### config.mk
export PLATFORM = sky130hd
export DESIGN_NAME = bank_switch_mapper_scanline_irq_core
export DESIGN_NICKNAME = d
export VERILOG_FILES = /design/src/design/bsm_pkg.sv /design/src/design/bsm_ctrl.sv /design/src/design/bsm_datapath.sv /design/src/design/bank_switch_mapper_scanline_irq_core.sv
export SDC_FILE = /design/constraint.sdc
export NUM_CORES = 1
export LEC_CHECK = 0
export BUFFER_PORTS_ARGS = -buffer_cell sky130_fd_sc_hd__clkbuf_2
export CORE_ASPECT_RATIO = 1.1
export CORE_MARGIN = 4
export CORE_UTILIZATION = 45
export CTS_BUF_LIST = sky130_fd_sc_hd__clkbuf_4 sky130_fd_sc_hd__clkbuf_8
export DETAILED_ROUTE_END_ITERATION = 16
export HOLD_SLACK_MARGIN = 0.06
export MAX_ROUTING_LAYER = met4
export PLACE_DENSITY = 0.65
export SLEW_MARGIN = 5
export SYNTH_ARGS = -nofsm -noshare
export SYNTH_HDL_FRONTEND = slang
export SYNTH_HIERARCHICAL = 1
export SYNTH_SLANG_ARGS = --single-unit
### constraint.sdc
create_clock -name clk -period 4.2 [get_ports clk]
set_clock_uncertainty 0.15 [all_clocks]
set_input_delay 0.42 -clock clk [delete_from_list [all_inputs] [get_ports clk]]
set_output_delay 0.42 -clock clk [all_outputs]
set_load 0.05 [all_outputs]
### src/design/bsm_pkg.sv
// Shared types and constants for the bank switch mapper with scanline interrupt.
// Holds the request and result structs, the controller/datapath link and the codes.
// Has no dependencies; every other design file imports it.
package bsm_pkg;

	typedef struct packed {
		logic [2:0]  mode;
		logic [15:0] address;
		logic [7:0]  data;
	} bsm_req_t;

	typedef struct packed {
		logic        handled;
		logic [21:0] mapped_address;
		logic        vertical_mirroring;
		logic        irq_request;
	} bsm_rsp_t;

	typedef struct packed {
		logic accept;
		logic div_step;
		logic commit;
	} bsm_cmd_t;

	typedef struct packed {
		logic need_div;
	} bsm_sts_t;

	localparam logic [2:0] MODE_CPU_READ  = 3'd0;
	localparam logic [2:0] MODE_CPU_WRITE = 3'd1;
	localparam logic [2:0] MODE_PPU_MAP   = 3'd2;
	localparam logic [2:0] MODE_TICK      = 3'd3;
	localparam logic [2:0] MODE_IRQ_ACK   = 3'd4;

	localparam logic [1:0] REG_BANK      = 2'd0;
	localparam logic [1:0] REG_MIRROR    = 2'd1;
	localparam logic [1:0] REG_IRQ_LATCH = 2'd2;
	localparam logic [1:0] REG_IRQ_CTRL  = 2'd3;

	localparam logic [7:0] PRG_COUNT_RESET = 8'd16;
	localparam int         DIV_STEPS       = 4;

endpackage

### src/design/bsm_ctrl.sv
// Controller state machine for the bank switch mapper.
// Sequences accept, the bank modulo steps and the result commit; depends on bsm_pkg.
module bsm_ctrl import bsm_pkg::*; (
	input  logic     clk,
	input  logic     arst_n,
	input  logic     in_valid,
	input  logic     out_stall,
	input  bsm_sts_t sts,
	output logic     in_stall,
	output logic     out_valid,
	output bsm_cmd_t cmd
);

	typedef enum logic [1:0] {S_IDLE, S_DIV, S_DONE} state_t;

	state_t     state_q;
	logic [1:0] step_q;
	logic       out_valid_q;
	logic       out_free;

	always_comb begin
		out_free     = !out_valid_q || !out_stall;
		cmd.accept   = (state_q == S_IDLE) && in_valid;
		cmd.div_step = (state_q == S_DIV);
		cmd.commit   = (state_q == S_DONE) && out_free;
	end

	assign in_stall  = (state_q != S_IDLE);
	assign out_valid = out_valid_q;

	always_ff @(posedge clk or negedge arst_n) begin
		if (!arst_n) begin
			state_q     <= S_IDLE;
			step_q      <= '0;
			out_valid_q <= 1'b0;
		end else begin
			if (cmd.commit) begin
				out_valid_q <= 1'b1;
			end else if (!out_stall) begin
				out_valid_q <= 1'b0;
			end
			unique case (state_q)
				S_IDLE: begin
					if (cmd.accept) begin
						state_q <= sts.need_div ? S_DIV : S_DONE;
						step_q  <= '0;
					end
				end
				S_DIV: begin
					step_q <= step_q + 2'd1;
					if (step_q == 2'(DIV_STEPS - 1)) begin
						state_q <= S_DONE;
					end
				end
				S_DONE: begin
					if (cmd.commit) begin
						state_q <= S_IDLE;
					end
				end
				default: begin
					state_q <= S_IDLE;
				end
			endcase
		end
	end

endmodule

### src/design/bsm_datapath.sv
// Datapath of the bank switch mapper: mapper registers, address translation,
// the two-bit-per-cycle bank modulo unit and the result register; depends on bsm_pkg.
module bsm_datapath import bsm_pkg::*; (
	input  logic       clk,
	input  logic       arst_n,
	input  bsm_cmd_t   cmd,
	output bsm_sts_t   sts,
	input  bsm_req_t   in_req,
	input  logic       cfg_write_en,
	input  logic [7:0] cfg_write_data,
	output bsm_rsp_t   out_rsp
);

	logic [7:0] prg_count_q;
	logic [7:0] bank_select_q;
	logic [7:0] bank_q [8];
	logic       mirror_q;
	logic [7:0] reload_val_q;
	logic [7:0] count_q;
	logic       reload_flag_q;
	logic       irq_en_q;
	logic       irq_flag_q;

	bsm_req_t   req_q;
	logic [7:0] dvd_q;
	logic [8:0] rem_q;
	bsm_rsp_t   rsp_q;

	logic [8:0] total;
	logic [8:0] rem_next;
	logic [9:0] trial;

	logic [7:0] bank_select_n;
	logic       mirror_n;
	logic [7:0] reload_val_n;
	logic [7:0] count_n;
	logic       reload_flag_n;
	logic       irq_en_n;
	logic       irq_flag_n;
	logic       bank_we;

	logic        handled;
	logic [21:0] mapped;
	logic [8:0]  prg_bank;
	logic [2:0]  chr_win;
	logic [2:0]  chr_idx;
	logic [7:0]  chr_val;
	logic [7:0]  chr_bank;

	function automatic logic is_reg_window(logic [1:0] win, logic swap);
		return (win == 2'd1) || ((win == 2'd0) && !swap) || ((win == 2'd2) && swap);
	endfunction

	assign total = {prg_count_q, 1'b0};

	assign sts.need_div = (in_req.mode == MODE_CPU_READ) && in_req.address[15]
		&& (prg_count_q != 8'd0)
		&& is_reg_window(in_req.address[14:13], bank_select_q[6]);

	always_comb begin
		rem_next = rem_q;
		trial    = '0;
		for (int k = 0; k < 2; k++) begin
			trial = {rem_next, dvd_q[7 - k]};
			if (trial >= {1'b0, total}) begin
				trial = trial - {1'b0, total};
			end
			rem_next = trial[8:0];
		end
	end

	always_comb begin
		bank_select_n = bank_select_q;
		mirror_n      = mirror_q;
		reload_val_n  = reload_val_q;
		count_n       = count_q;
		reload_flag_n = reload_flag_q;
		irq_en_n      = irq_en_q;
		irq_flag_n    = irq_flag_q;
		bank_we       = 1'b0;
		case (req_q.mode)
			MODE_CPU_WRITE: begin
				if (req_q.address[15]) begin
					case (req_q.address[14:13])
						REG_BANK: begin
							if (!req_q.address[0]) begin
								bank_select_n = req_q.data;
							end else begin
								bank_we = 1'b1;
							end
						end
						REG_MIRROR: begin
							if (!req_q.address[0]) begin
								mirror_n = req_q.data[0];
							end
						end
						REG_IRQ_LATCH: begin
							if (!req_q.address[0]) begin
								reload_val_n = req_q.data;
							end else begin
								count_n       = 8'd0;
								reload_flag_n = 1'b1;
							end
						end
						REG_IRQ_CTRL: begin
							if (!req_q.address[0]) begin
								irq_en_n   = 1'b0;
								irq_flag_n = 1'b0;
							end else begin
								irq_en_n = 1'b1;
							end
						end
						default: begin
							bank_we = 1'b0;
						end
					endcase
				end
			end
			MODE_TICK: begin
				if ((count_q == 8'd0) || reload_flag_q) begin
					count_n       = reload_val_q;
					reload_flag_n = 1'b0;
				end else begin
					count_n = count_q - 8'd1;
				end
				if ((count_n == 8'd0) && irq_en_q) begin
					irq_flag_n = 1'b1;
				end
			end
			MODE_IRQ_ACK: begin
				irq_flag_n = 1'b0;
			end
			default: begin
				bank_we = 1'b0;
			end
		endcase
	end

	always_comb begin
		handled  = 1'b0;
		mapped   = '0;
		prg_bank = '0;
		chr_win  = req_q.address[12:10] ^ {bank_select_q[7], 2'b00};
		chr_idx  = chr_win[2] ? (3'd2 + {1'b0, chr_win[1:0]}) : {2'b00, chr_win[1]};
		chr_val  = bank_q[chr_idx];
		chr_bank = chr_win[2] ? chr_val : {chr_val[7:1], chr_win[0]};
		case (req_q.mode)
			MODE_CPU_READ: begin
				if (req_q.address[15]) begin
					handled = 1'b1;
					if (is_reg_window(req_q.address[14:13], bank_select_q[6])) begin
						prg_bank = rem_q;
					end else if (req_q.address[14:13] == 2'd3) begin
						prg_bank = total - 9'd1;
					end else begin
						prg_bank = total - 9'd2;
					end
					if (prg_count_q == 8'd0) begin
						mapped = {9'd0, req_q.address[12:0]};
					end else begin
						mapped = {prg_bank, req_q.address[12:0]};
					end
				end
			end
			MODE_PPU_MAP: begin
				if (req_q.address[15:13] == 3'd0) begin
					handled = 1'b1;
					mapped  = {4'd0, chr_bank, req_q.address[9:0]};
				end
			end
			default: begin
				handled = 1'b0;
			end
		endcase
	end

	always_ff @(posedge clk or negedge arst_n) begin
		if (!arst_n) begin
			prg_count_q   <= PRG_COUNT_RESET;
			bank_select_q <= '0;
			for (int i = 0; i < 8; i++) begin
				bank_q[i] <= '0;
			end
			mirror_q      <= 1'b0;
			reload_val_q  <= '0;
			count_q       <= '0;
			reload_flag_q <= 1'b0;
			irq_en_q      <= 1'b0;
			irq_flag_q    <= 1'b0;
		end else begin
			if (cfg_write_en) begin
				prg_count_q <= cfg_write_data;
			end
			if (cmd.commit) begin
				bank_select_q <= bank_select_n;
				mirror_q      <= mirror_n;
				reload_val_q  <= reload_val_n;
				count_q       <= count_n;
				reload_flag_q <= reload_flag_n;
				irq_en_q      <= irq_en_n;
				irq_flag_q    <= irq_flag_n;
				if (bank_we) begin
					bank_q[bank_select_q[2:0]] <= req_q.data;
				end
			end
		end
	end

	always_ff @(posedge clk) begin
		if (cmd.accept) begin
			req_q <= in_req;
			rem_q <= '0;
			dvd_q <= (in_req.address[14:13] == 2'd1) ? bank_q[7] : bank_q[6];
		end else if (cmd.div_step) begin
			rem_q <= rem_next;
			dvd_q <= {dvd_q[5:0], 2'b00};
		end
		if (cmd.commit) begin
			rsp_q <= {handled, mapped, !mirror_n, irq_flag_n};
		end
	end

	assign out_rsp = rsp_q;

endmodule

### src/design/bank_switch_mapper_scanline_irq_core.sv
// Top level of the bank switch mapper with scanline interrupt counter.
// Joins the controller bsm_ctrl and the datapath bsm_datapath; depends on bsm_pkg.
//
// Each request on the input channel is one bus event: a CPU read to translate,
// a CPU write to the mapper registers, a PPU pattern fetch to translate, a
// scanline tick or an interrupt acknowledge. Every request gives exactly one
// result with the hit flag, the translated address, the mirroring and the
// interrupt flag as they stand after the request.
// A request is taken when in_valid is high and in_stall is low; a result is
// taken when out_valid is high and out_stall is low.
// One request is worked on at a time; each is accepted and committed to the
// output register before the next accept. A CPU read of a register-selected
// program window first runs its bank number through the modulo unit, which
// retires two remainder bits per cycle, when the bank count is nonzero.
// The result sits in an output register, so the next request is accepted
// while the receiver stalls; that request then waits in its final state
// until the output register frees.
// Reset clears all mapper registers and the interrupt counter and sets the
// program bank count to 16. The user must write the bank count through
// cfg_write_en/cfg_write_data only while no request is in flight (not enforced).
module bank_switch_mapper_scanline_irq_core import bsm_pkg::*; (
	input  logic       clk,
	input  logic       arst_n,
	input  logic       in_valid,
	output logic       in_stall,
	input  bsm_req_t   in_req,
	output logic       out_valid,
	input  logic       out_stall,
	output bsm_rsp_t   out_rsp,
	input  logic       cfg_write_en,
	input  logic [7:0] cfg_write_data
);

	bsm_cmd_t cmd;
	bsm_sts_t sts;

	bsm_ctrl u_ctrl (
		.clk       (clk),
		.arst_n    (arst_n),
		.in_valid  (in_valid),
		.out_stall (out_stall),
		.sts       (sts),
		.in_stall  (in_stall),
		.out_valid (out_valid),
		.cmd       (cmd)
	);

	bsm_datapath u_datapath (
		.clk            (clk),
		.arst_n         (arst_n),
		.cmd            (cmd),
		.sts            (sts),
		.in_req         (in_req),
		.cfg_write_en   (cfg_write_en),
		.cfg_write_data (cfg_write_data),
		.out_rsp        (out_rsp)
	);

	a_busy_after_accept: assert property (@(posedge clk) disable iff (!arst_n)
		in_valid && !in_stall |=> in_stall)
		else $error("Block accepted a request while another was in flight.");

	a_commit_shows_result: assert property (@(posedge clk) disable iff (!arst_n)
		cmd.commit |=> out_valid)
		else $error("Committed result did not appear on the output.");

	a_miss_is_zero: assert property (@(posedge clk) disable iff (!arst_n)
		out_valid && !out_rsp.handled |-> out_rsp.mapped_address == '0)
		else $error("Unhandled result carries a nonzero address.");

endmodule
Word level (Yosys, flattened, before mapping):

Cells that the tools add are included.

* $add $sub $neg: 7
* $lt $le $gt $ge: 5
* bitwise operators: 4
* equal/unequal tests: 20
* mux-type cells: 55
* reduce and logical (&&, ||, !) cells: 43

Operators by type and width (count)
* $mux 8: 11
* $bwmux 64: 1
* $mux 22: 2
* $pmux 22 s2: 1
* $mux 9: 4
* $bmux 8 s3: 1
* $demux 8 s3: 1
* $logic_not 8->1: 3
* $mux 1: 21
* $ge 10x9->1: 2
* $mux 18: 1
* $sub 9x9->9: 2
* $pmux 8 s2: 1
* $reduce_and 5->1: 3
* $ne 2x1->1 const B: 6
* $logic_and 1x1->1: 11
* $eq 2x2->1 const B: 5
* $mux 2: 5
* $logic_not 3->1: 3
* $sub 9x1->9 const B: 1
* $sub 9x2->9 const B: 1
* $ge 4x4->1 const B: 2
* $not 3->4: 2
* $reduce_bool 2->1: 4
* other kinds (24): 40

* logic and storage cells: 162
* output and inout bits: 27
* register bits: 174

Logic depth before layout (Yosys ltp):

Gate-level depths: netlist of the first run.

* depth after elaboration: 10
* gate-level depth with buffers: 18
* mapped depth without buffers: 16

By module:

Netlist of the first run, hierarchy kept.

By module, submodules not included
* bsm_datapath: cells each 664, seq. area each 4360.4 um^2, times used 1, area an instance 8085.3 um^2
* bsm_ctrl: cells each 23, seq. area each 125.1 um^2, times used 1, area an instance 254.0 um^2

Worst setup path before layout of the first run:

Ideal clock, no wire load.

* path kind: register to register
* start point: register u_datapath.prg_count_q[4]
* end point: register u_datapath.rem_q[3]
* setup slack: 0.165 ns
* path buffers: 1
* required time: 3.928 ns
* arrival time: 3.763 ns
* stages on the path, launching flop included: 17
* cells stage by stage: dfstp_2 -> inv_1 -> ha_1 -> and3_1 -> o21a_1 -> o21ai_2 -> nand2_1 -> mux2_2 -> ha_1 -> a211oi_1 -> nor2_1 -> o31a_1 -> nor3_1 -> o211a_4 -> buf_12 -> nor4_1 -> a311o_1

* longest elaborated chain between the ends: 4
* elaborated cells on any way between the ends: 6
* classes of those cells: add/sub (2); order compare (2); mux (2)

RTL lines
* from (decl): RTL line bsm_datapath.sv:14 `logic [7:0] prg_count_q;`
* from (signal assigned): RTL line bsm_datapath.sv:192 `prg_count_q <= cfg_write_data;`
* $ge 10x9->1 or $sub 9x9->9 (tied branches): RTL line bsm_datapath.sv:65, bsm_datapath.sv:66
* $mux 9: RTL line bsm_datapath.sv:65 `if (trial >= {1'b0, total}) begin`
* $sub 9x9->9 or $ge 10x9->1 (tied branches): RTL line bsm_datapath.sv:66, bsm_datapath.sv:65
* $mux 9 (*): RTL line bsm_datapath.sv:65
* to (signal assigned): RTL line bsm_datapath.sv:215 `rem_q <= rem_next;`
* to (decl): RTL line bsm_datapath.sv:26 `logic [8:0] rem_q;`

Every way passes the cells marked *; elsewhere a longest branch is shown, timed or not.
A chain may end at the register's enable or synchronous reset.

Final worst setup path of the first run:

* start point: register u_datapath.prg_count_q[6]
* end point: register u_datapath.rem_q[3]

The elaborated chain is that of the path after synthesis.

==> results of run 1 <==
## final timing paths
check | startpoint | to | slack, ns | cells past startpoint
setup / recovery | u_datapath/prg_count_q[6] | u_datapath/rem_q[3] | 0.21 | 15
hold / removal | in_valid | u_ctrl/state_q[0] | 0.1 | 3
setup reg to reg | u_datapath/prg_count_q[6] | u_datapath/rem_q[3] | 0.21 | 15
hold reg to reg | u_datapath/rem_q[0] | u_datapath/rem_q[0] | 0.35 | 2
max in group asynchronous | arst_n | u_datapath/prg_count_q[4] | 2.43 | 3
min in group asynchronous | arst_n | u_datapath/count_q[2] | 0.53 | 2
## registers in the layout, summed over array words and instances, names as in the netlist
name,flops
u_datapath/irq_en_q,1
u_datapath/mirror_q,1
u_datapath/count_q,8
u_datapath/prg_count_q,8
u_datapath/bank_q,62
u_datapath/rem_q,9
u_datapath/req_q,27
u_ctrl/out_valid,1
u_ctrl/step_q,2
u_datapath/dvd_q,8
u_ctrl/state_q,2
u_datapath/reload_flag_q,1
u_datapath/out_rsp,25
u_datapath/irq_flag_q,1
u_datapath/bank_select_q,5
u_datapath/reload_val_q,8
## routing by layer
layer | vias up | wire, um | part of all wire [%] | global-route usage [%]
met3 | 33 | 682 | 3.6 | 3.46
met5 | - | 0 | 0 | -
li1 | 2751 | - | - | -
met4 | 0 | 516 | 2.7 | 7.31
met1 | 2868 | 8640 | 46 | 25.3
met2 | 125 | 9010 | 48 | 30.8
## cell usage after synthesis, types with 5 or more instances
| cell type | number | area, um^2 |
|---|---|---|
| a21oi_1 | 24 | 120 |
| mux2_2 | 84 | 946 |
| clkbuf_1 | 14 | 52.6 |
| edfxtp_1 | 60 | 1800 |
| nor2b_1 | 16 | 100 |
| inv_1 | 21 | 78.8 |
| nand2b_1 | 11 | 68.8 |
| o31ai_1 | 7 | 52.6 |
| nor3_1 | 12 | 60.1 |
| buf_1 | 7 | 26.3 |
| mux2i_1 | 30 | 300 |
| ha_1 | 21 | 263 |
| o21ai_0 | 42 | 210 |
| nor2_1 | 50 | 188 |
| a211oi_1 | 12 | 90.1 |
| and3_1 | 6 | 37.5 |
| xnor2_1 | 15 | 131 |
| xor2_1 | 5 | 43.8 |
| nand3b_1 | 5 | 37.5 |
| nand2_1 | 39 | 146 |
| mux4_2 | 5 | 113 |
| nand3_1 | 10 | 50.1 |
| o22ai_1 | 6 | 37.5 |
| dfrtp_1 | 99 | 2480 |
| dfxtp_1 | 9 | 180 |
## worst reg2reg max path, cell delays in order, from the launching register on
cell	delay, ns
dfrtp_1	0.40
inv_1	0.08
ha_1	0.31
a21o_1	0.16
a211o_1	0.32
a31oi_4	0.24
nand2_2	0.12
mux2_2	0.30
ha_1	0.31
a211oi_1	0.24
nor2_1	0.09
o31a_1	0.27
nor3_2	0.22
o211a_4	0.25
nor4_1	0.07
a311o_1	0.35
## final cells by class
cell class | count | area, um^2
tap | 238 | 298
fill | 1521 | 8160
inverter | 21 | 78.8
timing repair buffer | 124 | 861
clock buffer | 19 | 249
multi-input combinational | 472 | 3680
sequential | 169 | 4490
clock inverter | 13 | 114
## cell families after synthesis
family / share of synthesized area [%]
XOR/XNOR: 2.10
AND/OR/NAND/NOR: 12.5
flip-flops: 53.8
adder cells (fa/ha/maj): 3.63
multiplexers: 16.3
buffers and inverters: 2.48
AO/OA/AOI/OAI: 9.18
## repair_timing
action                     CTS  global route
buffers inserted             0             1
gates resized for setup      0             6
hold endpoints to repair   118             0
setup endpoints to repair    0             8
hold buffers                37             0
## metrics by stage
step                      cells  hold WS, ns  utilization, %  worst slack [ns]  power, mW
after detailed placement    985        0.338            50.2             0.159       3.26
after global routing       1056        0.116            54.5            0.0212       4.60
after floorplan             687      -0.0256               -             0.165       2.94
final                      1056       0.0994            54.5             0.212       4.35
after CTS                  1054       0.0744            54.3             0.139       4.37
after global placement      985        0.329            50.2             0.250       3.23
## cells in the final DEF (no fill, tap or decap), types with 6 or more instances in the layout
cell type      netlist  final
mux2_2              84     84
nor3_1              12     11
dfxtp_1              9      9
a211oi_1            12     12
o21ai_0             42     42
ha_1                21     21
a21oi_1             24     23
nor2_1              50     49
nand2b_1            11     11
dfrtp_1             99     98
mux2i_1             30     30
buf_4                1     22
clkbuf_2             0     65
clkbuf_8             0     17
nor2b_1             16     16
inv_1               21     20
nand3_1             10     10
nand2_1             39     38
o22ai_1              6      6
edfxtp_1            60     60
o31ai_1              7      6
xnor2_1             15     15
dlygate4sd3_1        0     37
## power groups by stage
stage          Combinational, mW  Clock (mW)  Sequential (mW)
2_1_floorplan              0.801           0             2.14
3_3_place_gp                1.17           0             2.06
3_5_place_dp                1.18           0             2.07
4_1_cts                     1.21        1.11             2.04
5_1_grt                     1.36        1.18             2.06
6_report                    1.23        1.08             2.04
==> flow_summary.toml, run 1 <==
[critical_path]
crit_path_top_delay_cell = "dfrtp_1"
crit_path_start_kind = "register"
worst-path-buf-inv = 1
critical_path.cell_chain = "inv_1, ha_1, a21o_1, a211o_1, a31oi_4, nand2_2, mux2_2, ha_1, a211oi_1, nor2_1, o31a_1, nor3_2, o211a_4, nor4_1, a311o_1"
cpLargestDelayFamily = "compound AO/OA/AOI/OAI gates"
crit_top_cell = "ha_1"
path_class = "reg -> reg"
cp_slowest_stage_delay_ns = 0.40
arrival_ns = 4.18
end_kind = "register"
path_max_fanout = 6
required_ns = 4.39

[clocking]
h-tree-depth = 4
cts_tree = "done"
cts-buffers-inserted = 17
clk_pin_slew_worst_paths_ns = 0.09
clk_latency_ns = 0.46
clock_path_buffers = 2
clock-sinks = 169
root_buffer = "clkbuf_8"

[detailed_routing]
drc_errors = 0
viasPerCell = 5.47
first_iter_violations = 315
antenna_left = 0
wl_um = 18900
vias = 5777
firstDrtPassIters = 4
wire_per_inst_um = 17.9

[power]
comb_power_share_pct = 28.3
clkPwrFrac_pct = 24.8
p_leak_nw = 4.34
power_density_nw_per_um2 = 445
seq_power_share_pct = 46.9
p_int_mw = 2.82
swShare_pct = 35.0
ir_drop_uv = 267
p_switching_mw = 1.52

[global_routing]
antenna_found_initial = 0
grt_pass1_wl_um = 30500
grt_overflow_total = 0
grt_max_degree = 84
grt_use_total_pct = 19.5
grt_pass1_vias = 5883

[run_status]
outcome = "finished, final reports clean"

[sta]
setup_viol_count_final = 0
max_freq_ghz = 0.251
rsz0062_at_grt = "no"
slew_violations = 0
tightest_slew_ns = 1.06
min_period_ns = 3.99
fin_crit_sh_pct = 95.0
hold_viol = 0
finalSetupTns_ns = 0
slew_headroom_pct = 29.2

[floorplanning]
floorplan.initialDensity_pct = 46.5
die_w_um = 138
core-area_um2 = 17900
std_cell_rows = 51
dieArea_um2 = 20800
ios = 67
die_y_um = 151

[final_layout]
layout-drive-gt1-share_pct = 29.1
area_growth_pct = 17.1
antenna_cells = 0
fin_area_um2 = 9770
layout.nets = 868

[synthesis]
ys_dominant_reg_cell = "dfrtp_1"
synthesis.instances = 687
ys_seq_area_share_pct = 53.8
postSynthAreaPerCell_um2 = 12.1
synth_fp_nets = 750
synthArstFlopShare_pct = 59.2
ys_seq_elements = 169
synth_edf_count = 60
syn_area_um2 = 8340
synth_cell_type_count = 74
synth_warnings = 6

[place]
io_buffer_count = 66
dpl.hpwl_um = 13400
routabilityCongestion = 0.918
post_dp_cell_area_um2 = 9000

[min_path]
hold_class = "in -> reg"

[run]
maxCapViolCount = 0
Power figures use the tool's default switching activity.
==> run 2: changes to the inputs <==
--- a/config.mk
+++ b/config.mk
@@ -14,6 +14,7 @@
 export HOLD_SLACK_MARGIN = 0.06
 export MAX_ROUTING_LAYER = met4
 export PLACE_DENSITY = 0.65
+export REMOVE_ABC_BUFFERS = 1
 export SLEW_MARGIN = 5
 export SYNTH_ARGS = -nofsm -noshare
 export SYNTH_HDL_FRONTEND = slang
==> run 2 against run 1 <==
Against the previous run:
- register-to-register slack worse by 0.04 ns
- flip-flop and latch count unchanged
- fmax down 0.95%
- hold slack worse by 0.011 ns
- total power up 1.3%
- critical path depth up 2
- cell area up 0.32%
- non-clock buffer count down 3
- utilization up 0.17 points
- critical path type unchanged
- critical endpoint unchanged
- highest routed layer unchanged
==> flow_summary.toml, run 2 (synthesis gave the netlist of run 1 again) <==
[global_routing]
grt_use_total_pct = 19.8
antenna_found_initial = 1
grt_pass1_vias = 5810
grt_use_met2_pct = 32.8
met3_usage_pct = 3.65
top_usage_layer = "met2"
grt_overflow_total = 0
grt_pass1_wl_um = 30800
use_met1_pct = 25.7
grt_max_degree = 74

[power]
comb_power_share_pct = 28.4
swShare_pct = 35.1
ir_drop_uv = 234
seq_power_share_pct = 46.3
p_switching_mw = 1.55
p_leak_nw = 4.35
power_density_nw_per_um2 = 449
power_mw = 4.40
clkPwrFrac_pct = 25.3
p_int_mw = 2.86

[floorplanning]
die_w_um = 138
die_y_um = 151
core-area_um2 = 17900
dieArea_um2 = 20800
floorplan.initialDensity_pct = 46.5
std_cell_rows = 51
ios = 67

[sta]
min_period_ns = 4.03
rsz0062_at_grt = "no"
slew_headroom_pct = 36.5
fin_crit_sh_pct = 95.9
finalSetupTns_ns = 0
hold_viol = 0
slew_violations = 0
max_freq_ghz = 0.248
setup_viol_count_final = 0
tightest_slew_ns = 0.953

[critical_path]
path_max_fanout = 8
crit_path_start_kind = "register"
path_class = "reg -> reg"
required_ns = 4.39
end_kind = "register"
arrival_ns = 4.22

[clocking]
clk_pin_slew_worst_paths_ns = 0.09
cts_tree = "done"
clock_path_buffers = 2
cts-buffers-inserted = 17
h-tree-depth = 4
clock-sinks = 169
clk_latency_ns = 0.46
root_buffer = "clkbuf_8"

[final_layout]
layout.nets = 865
area_growth_pct = 17.5
top_register = "u_datapath/bank_q"
largest_register_ffs = 62
layout-drive-gt1-share_pct = 29.2
final_common_cell = "dfrtp_1"
stdcell_count = 1054
fin_util_pct = 54.7
final_cell_mix = "99 x dfrtp_1, 84 x mux2_2, 65 x clkbuf_2"
fillers = 1550
fin_area_um2 = 9800

[detailed_routing]
wl_um = 19100
firstDrtPassIters = 5
vias = 5765
wire_per_inst_um = 18.1
viasPerCell = 5.47
drc_errors = 0
first_iter_violations = 399
antenna_left = 0

[place]
post_dp_cell_area_um2 = 9000
routabilityCongestion = 0.871
dp.cells = 983
dpl.hpwl_um = 13700
io_buffer_count = 66

[run_status]
outcome = "finished, final reports clean"

[run]
maxCapViolCount = 0

[min_path]
hold_class = "in -> reg"
==> run 2: power groups by stage <==
stage	combinational (mW)	clock, mW	sequential (mW)
after floorplan	0.745	0	2.16
after global placement	1.16	0	2.06
after detailed placement	1.19	0	2.07
after CTS	1.22	1.15	2.04
after global routing	1.37	1.23	2.06
final	1.25	1.12	2.04
==> run 2: critical path, stage by stage (launching register included) <==
cell     delay [ns]
dfstp_2        0.56
inv_1          0.06
ha_1           0.30
buf_4          0.15
a21oi_1        0.11
nand2_1        0.12
o21ai_4        0.22
and2_4         0.23
nand2_1        0.08
o21ai_0        0.11
ha_1           0.32
nand4_1        0.15
a21oi_1        0.08
o31a_1         0.32
nor3_2         0.26
o211a_4        0.28
nor4_1         0.07
a311o_1        0.35
==> run 2: layer usage <==
layer	vias to the layer above	share of wire (%)
li1	2749	-
met1	2849	44
met5	-	0
met4	0	0.89
met3	19	4.8
met2	148	50
==> run 2: layout make-up <==
| class | count | area (um^2) | area share (%) |
|---|---|---|---|
| Clock buffer | 19 | 262 | 2.67 |
| Multi-Input combinational cell | 472 | 3720 | 37.9 |
| Sequential cell | 169 | 4490 | 45.8 |
| Antenna cell | 1 | 2.50 | 0.0255 |
| Tap cell | 238 | 298 | 3.04 |
| Inverter | 21 | 78.8 | 0.804 |
| Timing Repair Buffer | 121 | 833 | 8.50 |
| Clock inverter | 13 | 123 | 1.25 |
==> run 2: path summary, 6_finish.rpt <==
path | cells after the start | end | start | slack (ns)
max | 17 | u_datapath/rem_q[3] | u_datapath/prg_count_q[4] | 0.17
min | 3 | u_datapath/prg_count_q[2] | cfg_write_data[2] | 0.09
max reg2reg | 17 | u_datapath/rem_q[3] | u_datapath/prg_count_q[4] | 0.17
min reg2reg | 2 | u_datapath/rem_q[0] | u_datapath/rem_q[0] | 0.36
max in group asynchronous | 3 | u_datapath/prg_count_q[4] | arst_n | 2.42
min in group asynchronous | 2 | u_datapath/bank_q[9] | arst_n | 0.48
==> run 2: stage by stage <==
| stage | hold WS (ns) | setup WS [ns] |
|---|---|---|
| 2_1_floorplan | -0.0256 | 0.173 |
| 3_3_place_gp | 0.327 | 0.172 |
| 3_5_place_dp | 0.338 | 0.0526 |
| 4_1_cts | 0.0673 | 0.0355 |
| 5_1_grt | 0.0766 | 0.0133 |
| 6_report | 0.0879 | 0.174 |
==> run 2: what timing repair did <==
action,CTS,global route
gates resized for setup,0,8
setup buffers,0,2
endpoints found under the setup margin,0,8
hold buffers,35,0
endpoints found under the hold margin,106,0
==> run 3: changes to the inputs <==
--- a/config.mk
+++ b/config.mk
@@ -13,7 +13,6 @@
 export DETAILED_ROUTE_END_ITERATION = 16
 export HOLD_SLACK_MARGIN = 0.06
 export MAX_ROUTING_LAYER = met4
-export PLACE_DENSITY = 0.65
 export REMOVE_ABC_BUFFERS = 1
 export SLEW_MARGIN = 5
 export SYNTH_ARGS = -nofsm -noshare
==> constraint.sdc (replaced) <==
create_clock -name clk -period 4 [get_ports clk]
set_clock_uncertainty 0.15 [all_clocks]
set_input_delay 0.4 -clock clk [delete_from_list [all_inputs] [get_ports clk]]
set_output_delay 0.4 -clock clk [all_outputs]
set_load 0.05 [all_outputs]
==> run 3 against run 2 <==
Against the previous run:
- sequential share of layout area down 0.93 points
- critical path depth down 1
- flip-flop and latch count unchanged
- largest cell class unchanged
- highest routed layer unchanged
==> flow_summary.toml, run 3 (synthesis gave the netlist of run 1 again) <==
[run_status]
outcome = "finished, final reports clean"

[final_layout]
fin_util_pct = 55.8
largest_register_ffs = 62
final_cell_mix = "99 x dfrtp_1, 84 x mux2_2, 65 x clkbuf_2"
area_growth_pct = 20.0
antenna_cells = 0
top_register = "u_datapath/bank_q"
layout-drive-gt1-share_pct = 31.5
fin_area_um2 = 10000
final_common_cell = "dfrtp_1"
layout.nets = 889

[critical_path]
required_ns = 4.16
end_kind = "register"
path_max_fanout = 7
r2r_slack_ns = 0.14
rr_endpoint = "u_datapath/rem_q[1]"
rr_worst_depth = 16
worst_r2r_startpoint = "u_datapath/prg_count_q[4]"
arrival_ns = 4.02
crit_path_start_kind = "register"
path_class = "reg -> reg"

[global_routing]
antenna_found_initial = 0
grt_use_total_pct = 20.5
grt_pass1_vias = 5959
grt_overflow_total = 0
grt_pass1_wl_um = 31800
grt_max_degree = 84

[clocking]
clock_path_buffers = 2
clk_pin_slew_worst_paths_ns = 0.09
h-tree-depth = 4
root_buffer = "clkbuf_8"
clock-sinks = 169
cts_tree = "done"
clk_latency_ns = 0.46
cts-buffers-inserted = 17

[min_path]
min-delay-start = "in_valid"
hold_depth = 3
hold-path-endpoint = "u_ctrl/state_q[0]"
hold_class = "in -> reg"

[power]
ir_drop_uv = 245
p_leak_nw = 4.45
power_density_nw_per_um2 = 473

[floorplanning]
core-area_um2 = 17900
std_cell_rows = 51
dieArea_um2 = 20800
floorplan.initialDensity_pct = 46.5
die_y_um = 151
die_w_um = 138
ios = 67

[sta]
slew_headroom_pct = 27.3
hold_viol = 0
setup_viol_count_final = 0
max_freq_ghz = 0.259
hold_slack_ns = 0.0960
tightest_slew_ns = 1.09
fin_crit_sh_pct = 96.4
slew_violations = 0
min_period_ns = 3.86

[place]
post_dp_cell_area_um2 = 9110
dpl.hpwl_um = 14100
routabilityCongestion = 0.934
io_buffer_count = 66

[detailed_routing]
firstDrtPassIters = 4
vias = 5926
wire_per_inst_um = 18.6
wl_um = 20000
antenna_left = 0
drc_errors = 0
first_iter_violations = 380
viasPerCell = 5.50

[run]
maxCapViolCount = 0
[run 3: cell count changes in the layout (fill, tap and decap cells not counted), sizes merged, moves of 2 or more]
cell,before,now
buf,21,43
inv,32,26
clkinvlp,0,3
clkbuf,84,86
dlygate4sd3,35,37
[run 3: power by group]
group          switching, mW  total, mW  leakage (nW)  internal (mW)
Combinational          0.831       1.42          2.26          0.584
Sequential             0.152       2.13          2.01           1.98
Clock                  0.650       1.18         0.188          0.531
Total                   1.63       4.73          4.45           3.10
[run 3: layout make-up]
cell class	count	area (um^2)
Multi-Input combinational cell	471	3740
Sequential cell	169	4490
Clock inverter	12	116
Clock buffer	20	263
Tap cell	238	298
Inverter	21	78.8
Fill cell	1548	7930
Timing Repair Buffer	146	1030
[run 3: worst max-delay path, cell delays in order (launching register included)]
cell,delay (ns)
dfstp_2,0.56
inv_1,0.08
ha_4,0.25
and3_1,0.18
o21a_1,0.13
o21ai_2,0.22
and2_4,0.23
o21ai_0,0.18
ha_1,0.30
a211oi_2,0.20
nor2_1,0.08
o31a_1,0.31
nor3_2,0.17
o211a_4,0.20
clkbuf_4,0.18
mux2i_1,0.18
o31ai_1,0.10
[run 3: worst max path at each step]
stage	start	to	slack, ns	cells after the start
2_1_floorplan	u_datapath/prg_count_q[4]	u_datapath/rem_q[3]	-0.03	15
3_3_place_gp	u_datapath/prg_count_q[4]	u_datapath/rem_q[3]	0.05	16
3_5_place_dp	u_datapath/prg_count_q[4]	u_datapath/rem_q[3]	-0.04	16
4_1_cts	u_datapath/prg_count_q[4]	u_datapath/rem_q[1]	0.02	17
5_1_grt	u_datapath/prg_count_q[4]	u_datapath/rem_q[3]	-0.03	16
6_report	u_datapath/prg_count_q[4]	u_datapath/rem_q[1]	0.14	16
[run 3: per-stage QoR]
| stage | worst slack (ns) | cells | setup TNS, ns | power, mW |
|---|---|---|---|---|
| 4_1_cts | 0.0184 | 1071 | 0 | 4.71 |
| 3_5_place_dp | -0.0389 | 998 | -0.0389 | 3.46 |
| 6_report | 0.143 | 1077 | 0 | 4.73 |
| 2_1_floorplan | -0.0267 | 661 | -0.206 | 3.05 |
| 3_3_place_gp | 0.0536 | 998 | 0 | 3.42 |
| 5_1_grt | -0.0305 | 1077 | -0.0594 | 4.99 |
[run 3: layer usage]
layer | track usage [%] | share of wire (%) | wire (um) | vias up
li1 | - | - | - | 2800
met1 | 27.3 | 46 | 9230 | 2976
met2 | 32.8 | 49 | 9880 | 127
met3 | 3.62 | 3.1 | 627 | 23
met4 | 5.43 | 1.3 | 253 | 0
met5 | - | 0 | 0 | -
[run 3: repair_timing]
| item | in CTS | in global routing |
|---|---|---|
| buffers inserted | 4 | 6 |
| gates resized for setup | 2 | 12 |
| setup endpoints to repair | 2 | 8 |
| endpoints found under the hold margin | 117 | 0 |
| pin swaps | 2 | 8 |
| hold buffers | 37 | 0 |
